`config.mk`:
```
export PLATFORM = sky130hd
export DESIGN_NAME = date_validate_add_days_unit
export DESIGN_NICKNAME = d
export VERILOG_FILES = /design/src/design/dvad_pkg.sv /design/src/design/dvad_cfg.sv /design/src/design/dvad_ctrl.sv /design/src/design/dvad_dp.sv /design/src/design/date_validate_add_days_unit.sv
export SDC_FILE = /design/constraint.sdc
export NUM_CORES = 1
export LEC_CHECK = 0
export BUFFER_PORTS_ARGS = -buffer_cell sky130_fd_sc_hd__buf_2
export CORE_ASPECT_RATIO = 1.5
export CORE_MARGIN = 5
export CORE_UTILIZATION = 59
export DETAILED_ROUTE_END_ITERATION = 12
export PLACE_DENSITY = 0.93
export REMOVE_ABC_BUFFERS = 1
export SLEW_MARGIN = 25
export SYNTH_ARGS = -nofsm -noshare
export SYNTH_HDL_FRONTEND = slang
export SYNTH_SLANG_ARGS = --single-unit
```
`constraint.sdc`:
```
create_clock -name clk_i -period 6.7 [get_ports clk_i]
set_input_delay 0.335 -clock clk_i [delete_from_list [all_inputs] [get_ports clk_i]]
set_output_delay 0.335 -clock clk_i [all_outputs]
set_load 0.02 [all_outputs]
```
`src/design/dvad_pkg.sv`:
```
package dvad_pkg;

  localparam int AddWidthDef = 16;
  localparam logic [13:0] MaxYearRst = 14'd2023;
  localparam logic [16:0] Recip100 = 17'd41944;
  localparam int RecipShift = 22;
  localparam logic [6:0] CenturyLast = 7'd99;
  localparam logic [3:0] MonthDec = 4'd12;
  localparam logic [3:0] MonthJan = 4'd1;
  localparam logic [3:0] MonthFeb = 4'd2;

  typedef struct packed {
    logic [4:0]  day_in;
    logic [3:0]  month_in;
    logic [13:0] year_in;
    logic [15:0] days_to_add;
  } in_t;

  typedef struct packed {
    logic        date_valid;
    logic [4:0]  day_out;
    logic [3:0]  month_out;
    logic [13:0] year_out;
  } out_t;

  typedef enum logic [2:0] {
    ST_IDLE,
    ST_QUOT,
    ST_REM,
    ST_CHECK,
    ST_ITER,
    ST_DONE
  } state_e;

  typedef struct packed {
    logic load;
    logic quot;
    logic rem;
    logic check;
    logic step;
    logic emit;
  } cmd_t;

  typedef struct packed {
    logic more;
  } status_t;

  function automatic logic [4:0] days_in(input logic [3:0] m, input logic leap);
    logic [4:0] len;
    case (m)
      4'd1, 4'd3, 4'd5, 4'd7, 4'd8, 4'd10, 4'd12: len = 5'd31;
      4'd4, 4'd6, 4'd9, 4'd11: len = 5'd30;
      4'd2: len = leap ? 5'd29 : 5'd28;
      default: len = 5'd0;
    endcase
    return len;
  endfunction

endpackage

```
`src/design/dvad_cfg.sv`:
```
module dvad_cfg (
  input  logic        clk_i,
  input  logic        rst_ni,
  input  logic        psel,
  input  logic        penable,
  input  logic        pwrite,
  input  logic [2:0]  paddr,
  input  logic [31:0] pwdata,
  output logic [31:0] prdata,
  output logic        pready,
  output logic [13:0] max_year_o
);

  logic [13:0] max_year_q;
  logic [13:0] max_year_d;
  logic        wr_en;

  assign pready = 1'b1;
  assign wr_en = psel && penable && pwrite && (paddr[2] == 1'b0);

  always_comb begin
    max_year_d = max_year_q;
    if (wr_en) begin
      max_year_d = pwdata[13:0];
    end
  end

  always_ff @(posedge clk_i or negedge rst_ni) begin
    if (!rst_ni) begin
      max_year_q <= dvad_pkg::MaxYearRst;
    end else begin
      max_year_q <= max_year_d;
    end
  end

  assign prdata = (paddr[2] == 1'b0) ? {18'd0, max_year_q} : 32'd0;
  assign max_year_o = max_year_q;

endmodule

```
`src/design/dvad_ctrl.sv`:
```
module dvad_ctrl (
  input  logic              clk_i,
  input  logic              rst_ni,
  input  logic              in_valid_i,
  output logic              in_stall_o,
  output logic              out_valid_o,
  input  logic              out_stall_i,
  input  dvad_pkg::status_t status_i,
  output dvad_pkg::cmd_t    cmd_o
);

  dvad_pkg::state_e state_q;
  dvad_pkg::state_e state_d;
  logic             out_valid_q;
  logic             out_valid_d;

  always_comb begin
    state_d = state_q;
    cmd_o = '0;
    in_stall_o = (state_q != dvad_pkg::ST_IDLE);
    case (state_q)
      dvad_pkg::ST_IDLE: begin
        if (in_valid_i) begin
          cmd_o.load = 1'b1;
          state_d = dvad_pkg::ST_QUOT;
        end
      end
      dvad_pkg::ST_QUOT: begin
        cmd_o.quot = 1'b1;
        state_d = dvad_pkg::ST_REM;
      end
      dvad_pkg::ST_REM: begin
        cmd_o.rem = 1'b1;
        state_d = dvad_pkg::ST_CHECK;
      end
      dvad_pkg::ST_CHECK: begin
        cmd_o.check = 1'b1;
        state_d = dvad_pkg::ST_ITER;
      end
      dvad_pkg::ST_ITER: begin
        if (status_i.more) begin
          cmd_o.step = 1'b1;
        end else begin
          state_d = dvad_pkg::ST_DONE;
        end
      end
      dvad_pkg::ST_DONE: begin
        if (!out_valid_q || !out_stall_i) begin
          cmd_o.emit = 1'b1;
          state_d = dvad_pkg::ST_IDLE;
        end
      end
      default: begin
        state_d = dvad_pkg::ST_IDLE;
      end
    endcase
  end

  always_comb begin
    out_valid_d = out_valid_q;
    if (out_valid_q && !out_stall_i) begin
      out_valid_d = 1'b0;
    end
    if (cmd_o.emit) begin
      out_valid_d = 1'b1;
    end
  end

  always_ff @(posedge clk_i or negedge rst_ni) begin
    if (!rst_ni) begin
      state_q <= dvad_pkg::ST_IDLE;
      out_valid_q <= 1'b0;
    end else begin
      state_q <= state_d;
      out_valid_q <= out_valid_d;
    end
  end

  assign out_valid_o = out_valid_q;

endmodule

```
`src/design/dvad_dp.sv`:
```
module dvad_dp #(
  parameter int ADD_WIDTH = dvad_pkg::AddWidthDef
) (
  input  logic              clk_i,
  input  dvad_pkg::in_t     in_data_i,
  input  logic [13:0]       max_year_i,
  input  dvad_pkg::cmd_t    cmd_i,
  output dvad_pkg::status_t status_o,
  output dvad_pkg::out_t    out_data_o
);

  localparam int NW = (ADD_WIDTH < 16) ? ADD_WIDTH : 16;
  localparam int DW = NW + 1;

  logic [4:0]    day_q;
  logic [3:0]    m_q;
  logic [13:0]   y_q;
  logic [NW-1:0] n_q;
  logic [7:0]    q100_q;
  logic [6:0]    r100_q;
  logic          valid_q;
  logic [DW-1:0] d_q;
  dvad_pkg::out_t out_q;

  logic [30:0]   prod;
  logic [13:0]   rem_full;
  logic          leap;
  logic [4:0]    len;
  logic          date_ok;

  assign prod = 31'(y_q) * 31'(dvad_pkg::Recip100);
  assign rem_full = y_q - 14'(14'(q100_q) * 14'd100);
  assign leap = (y_q[1:0] == 2'd0) && ((r100_q != 7'd0) || (q100_q[1:0] == 2'd0));
  assign len = dvad_pkg::days_in(m_q, leap);
  assign date_ok = (y_q <= max_year_i) && (m_q inside {[4'd1:4'd12]}) &&
                   (day_q != 5'd0) && (day_q <= len);
  assign status_o.more = valid_q && (d_q > DW'(len));

  always_ff @(posedge clk_i) begin
    if (cmd_i.load) begin
      day_q <= in_data_i.day_in;
      m_q <= in_data_i.month_in;
      y_q <= in_data_i.year_in;
      n_q <= in_data_i.days_to_add[NW-1:0];
    end
    if (cmd_i.quot) begin
      q100_q <= prod[dvad_pkg::RecipShift+7:dvad_pkg::RecipShift];
    end
    if (cmd_i.rem) begin
      r100_q <= rem_full[6:0];
    end
    if (cmd_i.check) begin
      valid_q <= date_ok;
      d_q <= DW'(day_q) + DW'(n_q);
    end
    if (cmd_i.step) begin
      d_q <= d_q - DW'(len);
      if (m_q == dvad_pkg::MonthDec) begin
        m_q <= dvad_pkg::MonthJan;
        if (y_q == 14'h3FFF) begin
          y_q <= 14'd0;
          r100_q <= 7'd0;
          q100_q <= 8'd0;
        end else begin
          y_q <= y_q + 14'd1;
          if (r100_q == dvad_pkg::CenturyLast) begin
            r100_q <= 7'd0;
            q100_q <= q100_q + 8'd1;
          end else begin
            r100_q <= r100_q + 7'd1;
          end
        end
      end else begin
        m_q <= m_q + 4'd1;
      end
    end
    if (cmd_i.emit) begin
      out_q.date_valid <= valid_q;
      out_q.day_out <= valid_q ? d_q[4:0] : 5'd0;
      out_q.month_out <= valid_q ? m_q : 4'd0;
      out_q.year_out <= valid_q ? y_q : 14'd0;
    end
  end

  assign out_data_o = out_q;

endmodule

```
`src/design/date_validate_add_days_unit.sv`:
```
// The unit loads an accepted input, forms the century quotient and
// remainder, checks the date, carries whole months, one month per cycle,
// and emits the result. No new input is taken until the result is emitted.
// A finished result waits in an output register while a new input is taken.
// Reset is asynchronous and active low; it sets max_year to 2023.
module date_validate_add_days_unit #(
  parameter int ADD_WIDTH = dvad_pkg::AddWidthDef
) (
  input  logic           clk_i,
  input  logic           rst_ni,
  input  logic           in_valid_i,
  output logic           in_stall_o,
  input  dvad_pkg::in_t  in_data_i,
  output logic           out_valid_o,
  input  logic           out_stall_i,
  output dvad_pkg::out_t out_data_o,
  input  logic           psel,
  input  logic           penable,
  input  logic           pwrite,
  input  logic [2:0]     paddr,
  input  logic [31:0]    pwdata,
  output logic [31:0]    prdata,
  output logic           pready
);

  logic [13:0]       max_year;
  dvad_pkg::cmd_t    cmd;
  dvad_pkg::status_t status;

  dvad_cfg u_cfg (
    .clk_i      (clk_i),
    .rst_ni     (rst_ni),
    .psel       (psel),
    .penable    (penable),
    .pwrite     (pwrite),
    .paddr      (paddr),
    .pwdata     (pwdata),
    .prdata     (prdata),
    .pready     (pready),
    .max_year_o (max_year)
  );

  dvad_ctrl u_ctrl (
    .clk_i       (clk_i),
    .rst_ni      (rst_ni),
    .in_valid_i  (in_valid_i),
    .in_stall_o  (in_stall_o),
    .out_valid_o (out_valid_o),
    .out_stall_i (out_stall_i),
    .status_i    (status),
    .cmd_o       (cmd)
  );

  dvad_dp #(
    .ADD_WIDTH (ADD_WIDTH)
  ) u_dp (
    .clk_i      (clk_i),
    .in_data_i  (in_data_i),
    .max_year_i (max_year),
    .cmd_i      (cmd),
    .status_o   (status),
    .out_data_o (out_data_o)
  );

endmodule
```
# Yosys cells after proc, flatten, opt, wreduce, memory -nomap -nowiden
# Index checks and enable logic that the tools add are counted.
classes:
  add_sub_neg: 7
  mul: 2
  magnitude_cmp: 5
  n_eq_ne: 22
  mux: 37
  n_bitwise: 1
  n_reduce_logical: 26
op_table:
  columns: ["op", "n"]
  rows:
  - ["14-bit two-way mux", 5]
  - ["8-bit two-way mux", 5]
  - ["7-bit two-way mux", 5]
  - ["17-bit two-way mux", 2]
  - ["14-bit by 13-bit multiplier with 27-bit output (second input constant)", 1]
  - ["4-bit equality test (second input constant)", 5]
  - ["3-bit case mux with 6 select lines", 1]
  - ["5-bit by 16-bit adder with 17-bit output", 1]
  - ["17-bit by 5-bit greater-than comparator with 1-bit output", 1]
  - ["17-bit by 5-bit subtractor with 17-bit output", 1]
  - ["4-bit by 3-bit equality test with 1-bit output (second input constant)", 4]
  - ["5-bit case mux with 3 select lines", 1]
  - ["14-bit by 1-bit adder with 14-bit output (second input constant)", 1]
  - ["14-bit equality test (second input constant)", 1]
  - ["14-bit less-or-equal comparator", 1]
  - ["1-bit two-way mux", 12]
  - ["4-bit two-way mux", 3]
  - ["1-bit logical AND", 10]
  - ["3-bit two-way mux", 3]
  - ["8-bit by 1-bit adder with 8-bit output (second input constant)", 1]
  - ["4-bit by 2-bit equality test with 1-bit output (second input constant)", 2]
  - ["8-bit by 5-bit multiplier with 5-bit output (second input constant)", 1]
  - ["7-bit by 1-bit adder with 7-bit output (second input constant)", 1]
  - ["7-bit equality test (second input constant)", 1]
  - ["other kinds (23)", 31]
totals:
  ff_bits: 114
  inputBits: 81
  out_inout_bits: 59
  word_cells: 115

# Depth between registers and ports, before layout
# Gate-level depths: netlist (run 1).
logic_depth:
  word_depth: 10
  mapped_depth: 17
  depth_no_buf: 17

# Cells and area by module
# From an unflattened synthesis (run 1), not the netlist that was laid out.
unflattened:
  cells_unflattened: 1022
  hier_area_um2: 10176.0
by_module_without_submodules:
  columns: ["mod", "instances", "cells_each", "area_per_inst_um2", "seq_area_each_um2"]
  rows:
  - ["dvad_dp", 1, 929, 9093.7, 2532.4]
  - ["dvad_cfg", 1, 66, 838.3, 361.6]
  - ["dvad_ctrl", 1, 27, 244.0, 100.1]

# Worst setup path after synthesis (run 1)
# Ideal clock, no wire load.
synth_path:
  path_type: "reg2reg"
  startpoint: "register u_dp.y_q[4]"
  endpoint: "register u_dp.q100_q[1]"
  setup_ns: 0.074
  t_arrival_ns: 4.734
  required_time_ns: 6.626
  path_slack_ns: 1.892
  stages_incl_launch_ff: 18
  path_buffers: 0
  period_less_slack_ns: 4.808
  cell_sequence: "dfxtp_1 -> inv_1 -> fa_1 -> inv_1 -> ha_1 -> fa_1 -> inv_1 -> fa_1 -> fa_1 -> inv_1 -> ha_1 -> a21o_1 -> a221o_1 -> a311o_1 -> a221oi_1 -> xnor2_1 -> a21oi_1 -> o21ai_0"
synth_via:
  elab_chain_cells: 6
  elab_cells_between_ends: 7
  classes_between: "mul (1); eq/ne (1); mux (5)"
synth_lines:
  columns: ["item", "line", "source"]
  rows:
  - ["start: declaration", "dvad_dp.sv:17", "logic [13:0] y_q;"]
  - ["start signal: assignment", "dvad_dp.sv:43", "y_q <= in_data_i.year_in;"]
  - ["start signal: assignment", "dvad_dp.sv:65", "y_q <= y_q + 14'd1;"]
  - ["14-bit by 13-bit multiplier with 27-bit output", "dvad_dp.sv:31", "assign prod = 31'(y_q) * 31'(dvad_pkg::Recip100);"]
  - ["8-bit two-way mux", "dvad_dp.sv:46", "if (cmd_i.quot) begin"]
  - ["8-bit two-way mux", "dvad_dp.sv:66", "if (r100_q == dvad_pkg::CenturyLast) begin"]
  - ["8-bit two-way mux", "dvad_dp.sv:60", "if (y_q == 14'h3FFF) begin"]
  - ["8-bit two-way mux", "dvad_dp.sv:58", "if (m_q == dvad_pkg::MonthDec) begin"]
  - ["8-bit two-way mux (*)", "dvad_dp.sv:56", "if (cmd_i.step) begin"]
  - ["end signal: assignment", "dvad_dp.sv:47", "q100_q <= prod[dvad_pkg::RecipShift+7:dvad_pkg::RecipShift];"]
  - ["end signal: assignment", "dvad_dp.sv:68", "q100_q <= q100_q + 8'd1;"]
  - ["end: declaration", "dvad_dp.sv:19", "logic [7:0] q100_q;"]
# Every way passes the cells marked *; elsewhere a longest branch is shown, timed or not.
# A chain may end at the register's enable or synchronous reset.

# Worst setup path after layout (run 1)
layout_path:
  startpoint: "register u_dp.y_q[10]"
  endpoint: "register u_dp.q100_q[2]"
# Same word-level chain as after synthesis.

==> results of run 1 <==
==> timing repair <==
item	in CTS	in global routing
endpoints found under the hold margin	9	0
endpoints found under the setup margin	0	0
hold buffers	1	0
==> registers in the layout, summed over array words and instances (netlist names) <==
| signal | flops |
|---|---|
| u_ctrl.out_valid_o | 1 |
| u_dp.out_data_o | 24 |
| u_dp.day_q | 5 |
| u_dp.q100_q | 5 |
| u_ctrl.state_q | 3 |
| u_dp.n_q | 16 |
| u_dp.valid_q | 1 |
| u_dp.r100_q | 7 |
| u_cfg.max_year_o | 14 |
| u_dp.y_q | 14 |
| u_dp.m_q | 4 |
| u_dp.d_q | 17 |
==> worst min-delay path by stage <==
| stage | cells after the start | endpoint |
|---|---|---|
| 5_1_grt | 1 | u_dp.n_q[4] |
| 3_5_place_dp | 1 | u_cfg.max_year_o[12] |
| 3_3_place_gp | 1 | u_cfg.max_year_o[12] |
| 2_1_floorplan | 0 | u_cfg.max_year_o[11] |
| 4_1_cts | 1 | u_dp.n_q[4] |
| 6_report | 1 | u_dp.n_q[4] |
==> routing by layer <==
layer / share of wire (%) / wire length, um / GRT usage (%)
met5: 0 / 0 / 0
met2: 53 / 13100 / 46.6
met3: 6.6 / 1650 / 2.96
met1: 35 / 8630 / 29.6
met4: 6.2 / 1530 / 15.7
==> synth_stat cells, types with 7 or more instances <==
cell | n | area (um^2)
inv_1 | 166 | 623
ha_1 | 140 | 1750
edfxtp_1 | 67 | 2010
fa_1 | 65 | 1300
nand2_1 | 46 | 173
nor2_1 | 42 | 158
xnor2_1 | 36 | 315
a21oi_1 | 32 | 160
o21ai_0 | 30 | 150
and2_1 | 28 | 175
dfxtp_1 | 26 | 521
buf_4 | 20 | 150
nand3_1 | 19 | 95.1
mux2_2 | 16 | 180
nand4_1 | 14 | 87.6
a21o_1 | 12 | 90.1
nor3_1 | 12 | 60.1
and3_1 | 11 | 68.8
clkbuf_1 | 11 | 41.3
a221o_1 | 10 | 100
dfrtp_1 | 9 | 225
dfstp_2 | 9 | 236
and4_1 | 8 | 70.1
mux2i_1 | 8 | 80.1
nor2b_1 | 8 | 50.1
o21a_1 | 8 | 60.1
o21ai_1 | 8 | 40.0
buf_2 | 7 | 35.0
o211ai_1 | 7 | 52.6
o22ai_1 | 7 | 43.8
xor2_1 | 7 | 61.3
==> stage by stage <==
step / cells / setup slack, ns / utilization [%] / area, um^2
global placement: 1251 / 1.31 / 63.9 / 10400
finish: 1268 / 1.15 / 65.7 / 10700
detailed placement: 1251 / 1.21 / 63.9 / 10400
CTS: 1268 / 1.19 / 65.7 / 10700
floorplan: 940 / 1.89 / - / 9590
global route: 1268 / 0.930 / 65.7 / 10700
==> kinds of logic after synthesis <==
kind of cell	share of synthesized area, %
buffers and inverters	8.93
other	0.0769
and+or+nand+nor	12.0
AOI/OAI and AO/OA	10.5
adders and majority gates	31.3
xor gates and xnor gates	3.86
DFF	30.7
muxes	2.67
==> critical path: cells and delay by family (launching register included) <==
| kind | cells | cell delay (ns) |
|---|---|---|
| AO/OA/AOI/OAI | 6 | 1.45 |
| flip-flops | 1 | 0.84 |
| buffers and inverters | 2 | 0.11 |
| adder cells (fa/ha/maj) | 6 | 2.79 |
| XOR/XNOR | 1 | 0.24 |
==> cell type report <==
type,count,area share (%)
flip-flops and latches,111,28.0
multi-input cells,660,55.9
well taps,206,2.41
clock buffers,12,2.41
clock inverters,4,0.188
inverters,169,5.94
repair buffers,106,5.13
==> results.toml, run 1 <==
[status]
result_of_the_run = "complete, no violations"

[timing]
rsz_0062_raised_after_global_routing = "false"
post-route-period-util_pct = 82.8
skew_ns = 0.0114
timing_worst_slew_pin_value_ns = 0.824
finalSetupTns_ns = 0
final_hold_viol_count = 0
min_period_ns = 5.55
fmax_mhz = 180
timing.max_slew.rel_slack_pct = 44.6
maxSlewViolCount = 0
report.final.setup_viol = 0
timing.hold.ws_ns = 0.157

[drt]
route.vias.total = 7637
detail_route.iter0.violations = 756
post_drt_via_cell_ratio = 6.02
routed_wirelength_mm = 24.9
drt_drc_violations_left = 0
drt-pass1-iter-count = 5
postRouteAntennaNets = 0
avgRoutedWirePerCell_um = 19.6

[layout]
layout.area.seq_um2 = 2990
num-fill-cells = 1146
diodes = 0
drive_above_1_share_pct = 15.1
most-common-layout-cells = "166 x inv_1, 140 x ha_1, 100 x buf_2"
nets = 1343
multi_input_area_um2 = 5960
layout_commonest_cell = "inv_1"
syn_to_final_growth_pct = 9.36

[floorplanning]
die-width_um = 115
die_area_um2 = 19300
placement_rows = 57
floorplan.core_area_um2 = 16300
fp.dieH_um = 168
io-pin-count = 140
start_util_pct = 60.0

[hold_path]
min-delay-path-class = "in -> reg"
launch_point_of_the_worst_hold_path = "in_data_i[4]"

[synth]
seq_area_frac_synth_pct = 30.7
synth-edff-count = 67
async_flop_share_pct = 16.2
synthCells = 962
synth-main-ff-cell = "edfxtp_1"
mappedNetlistArea_um2 = 9760
ys_seq_elements = 111
synthDistinctLibCells = 69
synthesis.area_per_instance_um2 = 10.1
yosys_warnings = 0

[global_routing]
grt-ovfl-total = 0
number_of_global_route_vias_before_repair = 8075
grt_pass1_wl_mm = 39.9
antenna_violations_before_repair = 0
grt_start_max_net_pins = 36
grt_usage_pct = 26.3

[worst_setup_path]
cp-startpoint = "u_dp.y_q[10]"
timing.rr.end = "u_dp.q100_q[2]"
cpMostUsedCell = "fa_1"
worstPathRequired_ns = 6.94
reg2reg_from = "u_dp.y_q[10]"
cpMaxStageDelayCell = "dfxtp_1"
r2r_cells = 15
critical_path.endpoint_type = "flop"
cp.arrival_ns = 5.79
slowest_delay_ns = 0.84
r2r_setup_slack_ns = 1.15
endpoint = "u_dp.q100_q[2]"
timing.critical_path.from_type = "flop"
cp_max_fo = 12
worstPathCellList = "ha_1, fa_1, fa_1, inv_1, fa_1, fa_1, inv_1, ha_1, a21o_1, a221o_1, o211ai_1, a31oi_1, xnor2_1, o22ai_1, a311o_1"
timing.setup.critical_path_class = "reg -> reg"

[job]
drv_cap = 0

[clocking]
cts_max_path_buffers = 2
cts.root.buffer_cell = "clkbuf_16"
h-tree-depth = 3
worstSkewPairLatency_ns = 0.35
cts_setup_buffers = 0
cts.sinks = 111
cts-buffers-inserted = 9
postCtsResizedCells = 0
cts_tree = "built"
clk_pin_slew_worst_paths_ns = 0.07

[place]
gp_routability_congestion = 0.918
post-dp-hpwl_mm = 19.3
portBuffers = 100
Power of run 1 is not shown: default switching activity piles up to over one toggle a cycle in this logic, so the estimate is an artifact.
==> inputs of run 2 (changes only) <==
Settings changed: CORE_UTILIZATION 59 to 53, PLACE_DENSITY 0.93 to 0.89.
Clock period 6.7 ns to 4.7 ns, I/O delays scaled along.
==> run 2 against run 1 <==
Effect of this change:
- the flow now finishes with violations (setup timing)
- cell count is 5.3% higher
- via count is 0.94% higher
- final area is 6.9% higher
- die area is 10% higher
- global-route usage is 1.8 points lower
- critical path depth is 2 higher
- maximum frequency is 15% higher
- worst setup slack worse by 1.3 ns
- sequential share of layout area is 1.5 points lower
- register-to-register slack worse by 1.3 ns
- first-iteration DRC count is 7.9% lower
- critical path type unchanged
==> results.toml, run 2 (synthesized netlist as in run 1, its figures left out) <==
[hold_path]
min-delay-path-class = "in -> reg"
launch_point_of_the_worst_hold_path = "in_data_i[7]"

[timing]
min_period_ns = 4.84
report.final.setup_viol = 4
fmax_mhz = 207
final_hold_viol_count = 0
skew_ns = 0.0136
post-route-period-util_pct = 103
timing_worst_slew_pin_value_ns = 0.822
final_critical_path_setup_slack_ns = -0.138
timing.max_slew.rel_slack_pct = 44.8
rsz_0062_raised_after_global_routing = "true"
maxSlewViolCount = 0

[layout]
num-fill-cells = 1302
multi_input_area_um2 = 6180
syn_to_final_growth_pct = 16.9
nets = 1399
most-common-layout-cells = "151 x inv_1, 126 x ha_1, 100 x buf_2"
layout.area.seq_um2 = 3020
drive_above_1_share_pct = 24.5
largest_reg_flops = 24
layout_commonest_cell = "inv_1"
diodes = 0
post-route-cell-area_um2 = 11400

[floorplanning]
floorplan.core_area_um2 = 18000
die_area_um2 = 21300
fp.dieH_um = 176
io-pin-count = 140
die-width_um = 121
start_util_pct = 54.2
placement_rows = 60

[place]
post-dp-hpwl_mm = 20.0
portBuffers = 100
placedInstanceArea_um2 = 10800
gp_routability_congestion = 0.940

[drt]
post_drt_via_cell_ratio = 5.77
detail_route.iter0.violations = 696
avgRoutedWirePerCell_um = 19.3
drt-pass1-iter-count = 5
drt_drc_violations_left = 0
postRouteAntennaNets = 0
route.vias.total = 7709
routed_wirelength_mm = 25.8

[worst_setup_path]
timing.critical_path.from_type = "flop"
cpMaxStageDelayCell = "fa_1"
endpoint = "u_dp.q100_q[2]"
cp-startpoint = "u_dp.y_q[10]"
slowest_delay_ns = 0.55
timing.rr.end = "u_dp.q100_q[2]"
critical_path_cell_count = 17
crit_buf_inv = 4
cpMostUsedCell = "fa_1"
worstPathCellList = "buf_4, ha_4, fa_1, fa_1, fa_1, inv_2, fa_1, inv_2, ha_4, and2_4, a221o_1, o211ai_1, buf_4, a31oi_4, xnor2_2, o22ai_2, a311o_1"
worstPathRequired_ns = 4.94
r2r_cells = 17
critical_path.endpoint_type = "flop"
reg2reg_from = "u_dp.y_q[10]"
path_delay_family = "adder cells"
cp_max_fo = 5
cp.arrival_ns = 5.08
timing.setup.critical_path_class = "reg -> reg"
r2r_setup_slack_ns = -0.14

[clocking]
clk_pin_slew_worst_paths_ns = 0.08
cts_max_path_buffers = 2
worstSkewPairLatency_ns = 0.36
cts-buffers-inserted = 9
h-tree-depth = 3
cts.sinks = 111
cts_tree = "built"
cts.root.buffer_cell = "clkbuf_16"

[global_routing]
number_of_global_route_vias_before_repair = 8204
grt_pass1_wl_mm = 41.1
grt_start_max_net_pins = 36
antenna_violations_before_repair = 0
grt_usage_pct = 24.4
grt-ovfl-total = 0

[status]
failed_checks = "setup timing"
result_of_the_run = "finished, violations left"

[job]
drv_cap = 0
-- run 2: cell count changes in the layout (fill, tap and decap cells not counted), moves of 11 or more --
| cell | change |
|---|---|
| buf_4 | +50 |
| inv_1 | -15 |
| ha_4 | +11 |
| dfxtp_1 | -12 |
| ha_1 | -14 |
| inv_2 | +14 |
-- run 2: per-layer routing --
layer / routed length (um) / vias to the layer above / part of all wire, % / GRT usage, %
li1: - / 3567 / - / -
met1: 9040 / 3690 / 35 / 25.8
met2: 13700 / 343 / 53 / 45.2
met3: 1310 / 109 / 5.1 / 3.21
met4: 1790 / 0 / 7.0 / 15.2
met5: 0 / - / 0 / 0
-- run 2: repair_timing --
action / 4_1_cts / 5_1_grt
hold buffers: 1 / 0
buffers inserted: 4 / 5
cloned: 0 / 0
setup endpoints to repair: 5 / 5
pin swaps: 26 / 47
gates resized for setup: 39 / 31
endpoints found under the hold margin: 9 / 0
-- run 2: final cells by class --
class | instances | area share, %
timing repair buffer | 162 | 8.76
inverter | 169 | 5.58
clock buffer | 11 | 2.23
clock inverter | 5 | 0.384
tap | 217 | 2.38
sequential | 111 | 26.5
multi-input combinational | 660 | 54.2
-- run 2: how the worst min path moves through the flow --
stage / cells past startpoint / end
after global routing: 1 / u_dp.n_q[7]
after global placement: 1 / u_cfg.max_year_o[11]
after floorplan: 0 / u_cfg.max_year_o[11]
after detailed placement: 1 / u_cfg.max_year_o[4]
final: 1 / u_dp.n_q[7]
after CTS: 1 / u_dp.n_q[11]
-- run 2: worst reg2reg max path, delay by kind of cell (launching register included) --
family | cells | cell delay (ns)
AND/OR/NAND/NOR | 1 | 0.13
XOR/XNOR | 1 | 0.19
AO/OA/AOI/OAI | 5 | 1.09
adder cells (fa/ha/maj) | 6 | 2.56
flip-flops | 1 | 0.37
buffers and inverters | 4 | 0.41
-- run 2: per-stage QoR --
stage | instances | hold WS (ns) | setup WS (ns) | util, % | setup TNS [ns]
3_5_place_dp | 1309 | 0.211 | -0.313 | 59.8 | -0.745
5_1_grt | 1335 | 0.0373 | -0.217 | 63.3 | -0.710
2_1_floorplan | 940 | -0.0606 | -0.108 | - | -0.231
4_1_cts | 1330 | 0.0444 | -0.0103 | 62.7 | -0.0103
3_3_place_gp | 1309 | 0.213 | -0.0969 | 59.8 | -0.236
6_report | 1335 | 0.0503 | -0.138 | 63.3 | -0.303
Power of run 2 is left out for the same reason.
==> inputs of run 3 (changes only) <==
Settings changed: CORE_UTILIZATION 53 to 34, CTS_CLUSTER_DIAMETER set to 60, PLACE_DENSITY 0.89 to 0.64.
==> run 3 against run 2 <==
Effect of this change:
- the flow now finishes without violations
- final area is 2.3% higher
- maximum frequency grew 3.5%
- largest cell class unchanged
- non-clock buffer count is 12 higher
- worst setup slack better by 0.16 ns
- sequential share of layout area fell by 0.61 points
- die area grew 52%
- critical endpoint unchanged
- hold slack worse by 0.016 ns
- core utilization down 22 points
- global-route usage is 8.2 points lower
==> results.toml, run 3 (synthesized netlist as in run 1, its figures left out) <==
[timing]
final_hold_viol_count = 0
timing_worst_slew_pin_value_ns = 0.849
rsz_0062_raised_after_global_routing = "true"
timing.max_slew.rel_slack_pct = 43.1
min_period_ns = 4.68
post-route-period-util_pct = 99.5
fmax_mhz = 214
skew_ns = 0.0103
report.final.setup_viol = 0
maxSlewViolCount = 0

[clocking]
h-tree-depth = 3
clk_pin_slew_worst_paths_ns = 0.08
cts-buffers-inserted = 9
cts.root.buffer_cell = "clkbuf_16"
cts_max_path_buffers = 2
cts.sinks = 111
cts_tree = "built"
worstSkewPairLatency_ns = 0.37

[drt]
post_drt_via_cell_ratio = 5.01
routed_wirelength_mm = 26.1
drt-pass1-iter-count = 4
detail_route.iter0.violations = 315
avgRoutedWirePerCell_um = 17.6
drt_drc_violations_left = 0
postRouteAntennaNets = 0
route.vias.total = 7417

[status]
result_of_the_run = "complete, no violations"

[place]
post-dp-hpwl_mm = 20.9
portBuffers = 100
gp_routability_congestion = 0.917

[layout]
most-common-layout-cells = "153 x inv_1, 125 x ha_1, 100 x buf_2"
syn_to_final_growth_pct = 19.5
layout_commonest_cell = "inv_1"
drive_above_1_share_pct = 24.8
layout.area.seq_um2 = 3020
largest_reg_flops = 24
post-route-util_pct = 40.9
multi_input_area_um2 = 6170
diodes = 0
num-fill-cells = 2734
nets = 1411

[floorplanning]
placement_rows = 76
io-pin-count = 140
die_area_um2 = 32300
start_util_pct = 34.2
die-width_um = 148
floorplan.core_area_um2 = 28500
fp.dieH_um = 218

[worst_setup_path]
timing.critical_path.from_type = "flop"
cp.arrival_ns = 4.94
cp_max_fo = 6
critical_path.endpoint_type = "flop"
reg2reg_from = "u_dp.y_q[8]"
timing.setup.critical_path_class = "reg -> reg"
slowest_delay_ns = 0.57
timing.rr.end = "u_dp.q100_q[2]"
worstPathRequired_ns = 4.97
worstPathCellList = "buf_4, ha_1, fa_1, fa_1, ha_1, inv_1, fa_1, inv_1, ha_1, nand3_1, a21oi_2, o211ai_1, buf_4, a31oi_2, xnor2_1, o22ai_1, a311o_1"
r2r_cells = 17
r2r_setup_slack_ns = 0.02
cpMaxStageDelayCell = "fa_1"

[hold_path]
launch_point_of_the_worst_hold_path = "in_data_i[38]"
hold_path_end = "u_dp.day_q[4]"
min-delay-path-class = "in -> reg"
timing.hold.worst_path_depth = 1

[global_routing]
grt_pass1_wl_mm = 40.7
grt-ovfl-total = 0
antenna_violations_before_repair = 0
grt_start_max_net_pins = 36
number_of_global_route_vias_before_repair = 7736
grt_usage_pct = 16.3

[job]
drv_cap = 0
-- run 3: layout make-up --
| class | instances | share of cell area (%) |
|---|---|---|
| sequential | 111 | 25.9 |
| timing repair buffer | 174 | 9.57 |
| clock inverter | 7 | 0.504 |
| clock buffer | 9 | 1.93 |
| tap | 351 | 3.76 |
| multi-input combinational | 660 | 52.9 |
| inverter | 169 | 5.46 |
-- run 3: through the flow --
step | std cells | cell area (um^2) | setup TNS [ns] | setup slack, ns | hold WS (ns)
after floorplan | 940 | 9590 | -0.231 | -0.108 | -0.0606
after global placement | 1448 | 11000 | -0.541 | -0.191 | 0.243
after detailed placement | 1448 | 11000 | -0.896 | -0.252 | 0.235
after CTS | 1469 | 11500 | 0 | 0.0173 | 0.0149
after global routing | 1481 | 11700 | -0.388 | -0.144 | 0.0138
final | 1481 | 11700 | 0 | 0.0236 | 0.0340
-- run 3: how the worst max path moves through the flow --
stage | startpoint | end | slack, ns | cells after the start
floorplan | u_dp.y_q[4] | u_dp.q100_q[1] | -0.11 | 17
CTS | u_dp.y_q[10] | u_dp.q100_q[2] | 0.02 | 18
global route | u_dp.y_q[3] | u_dp.q100_q[2] | -0.14 | 18
global placement | u_dp.y_q[11] | u_dp.q100_q[1] | -0.19 | 15
detailed placement | u_dp.y_q[11] | u_dp.q100_q[1] | -0.25 | 15
finish | u_dp.y_q[8] | u_dp.q100_q[2] | 0.02 | 17
-- run 3: worst max-delay path: cells and delay by family, from the launching register on --
| family | cells | cell delay, ns |
|---|---|---|
| flip-flops | 1 | 0.38 |
| AO/OA/AOI/OAI | 5 | 0.95 |
| adder cells (fa/ha/maj) | 6 | 2.52 |
| buffers and inverters | 4 | 0.44 |
| XOR/XNOR | 1 | 0.14 |
| AND/OR/NAND/NOR | 1 | 0.13 |
-- run 3: timing repair --
| item | in CTS | in global routing |
|---|---|---|
| hold buffers | 1 | 0 |
| buffers inserted | 4 | 14 |
| setup endpoints to repair | 5 | 4 |
| pin swaps | 16 | 49 |
| resized for setup | 46 | 24 |
| endpoints found under the hold margin | 9 | 0 |
-- run 3: routing by layer --
layer	wire length, um	global-route usage, %	vias up
met4	1180	8.44	0
li1	-	-	3591
met3	989	2.64	46
met2	13800	29.4	163
met1	10100	18.3	3617
met5	0	0	-
Power of run 3 is left out for the same reason.
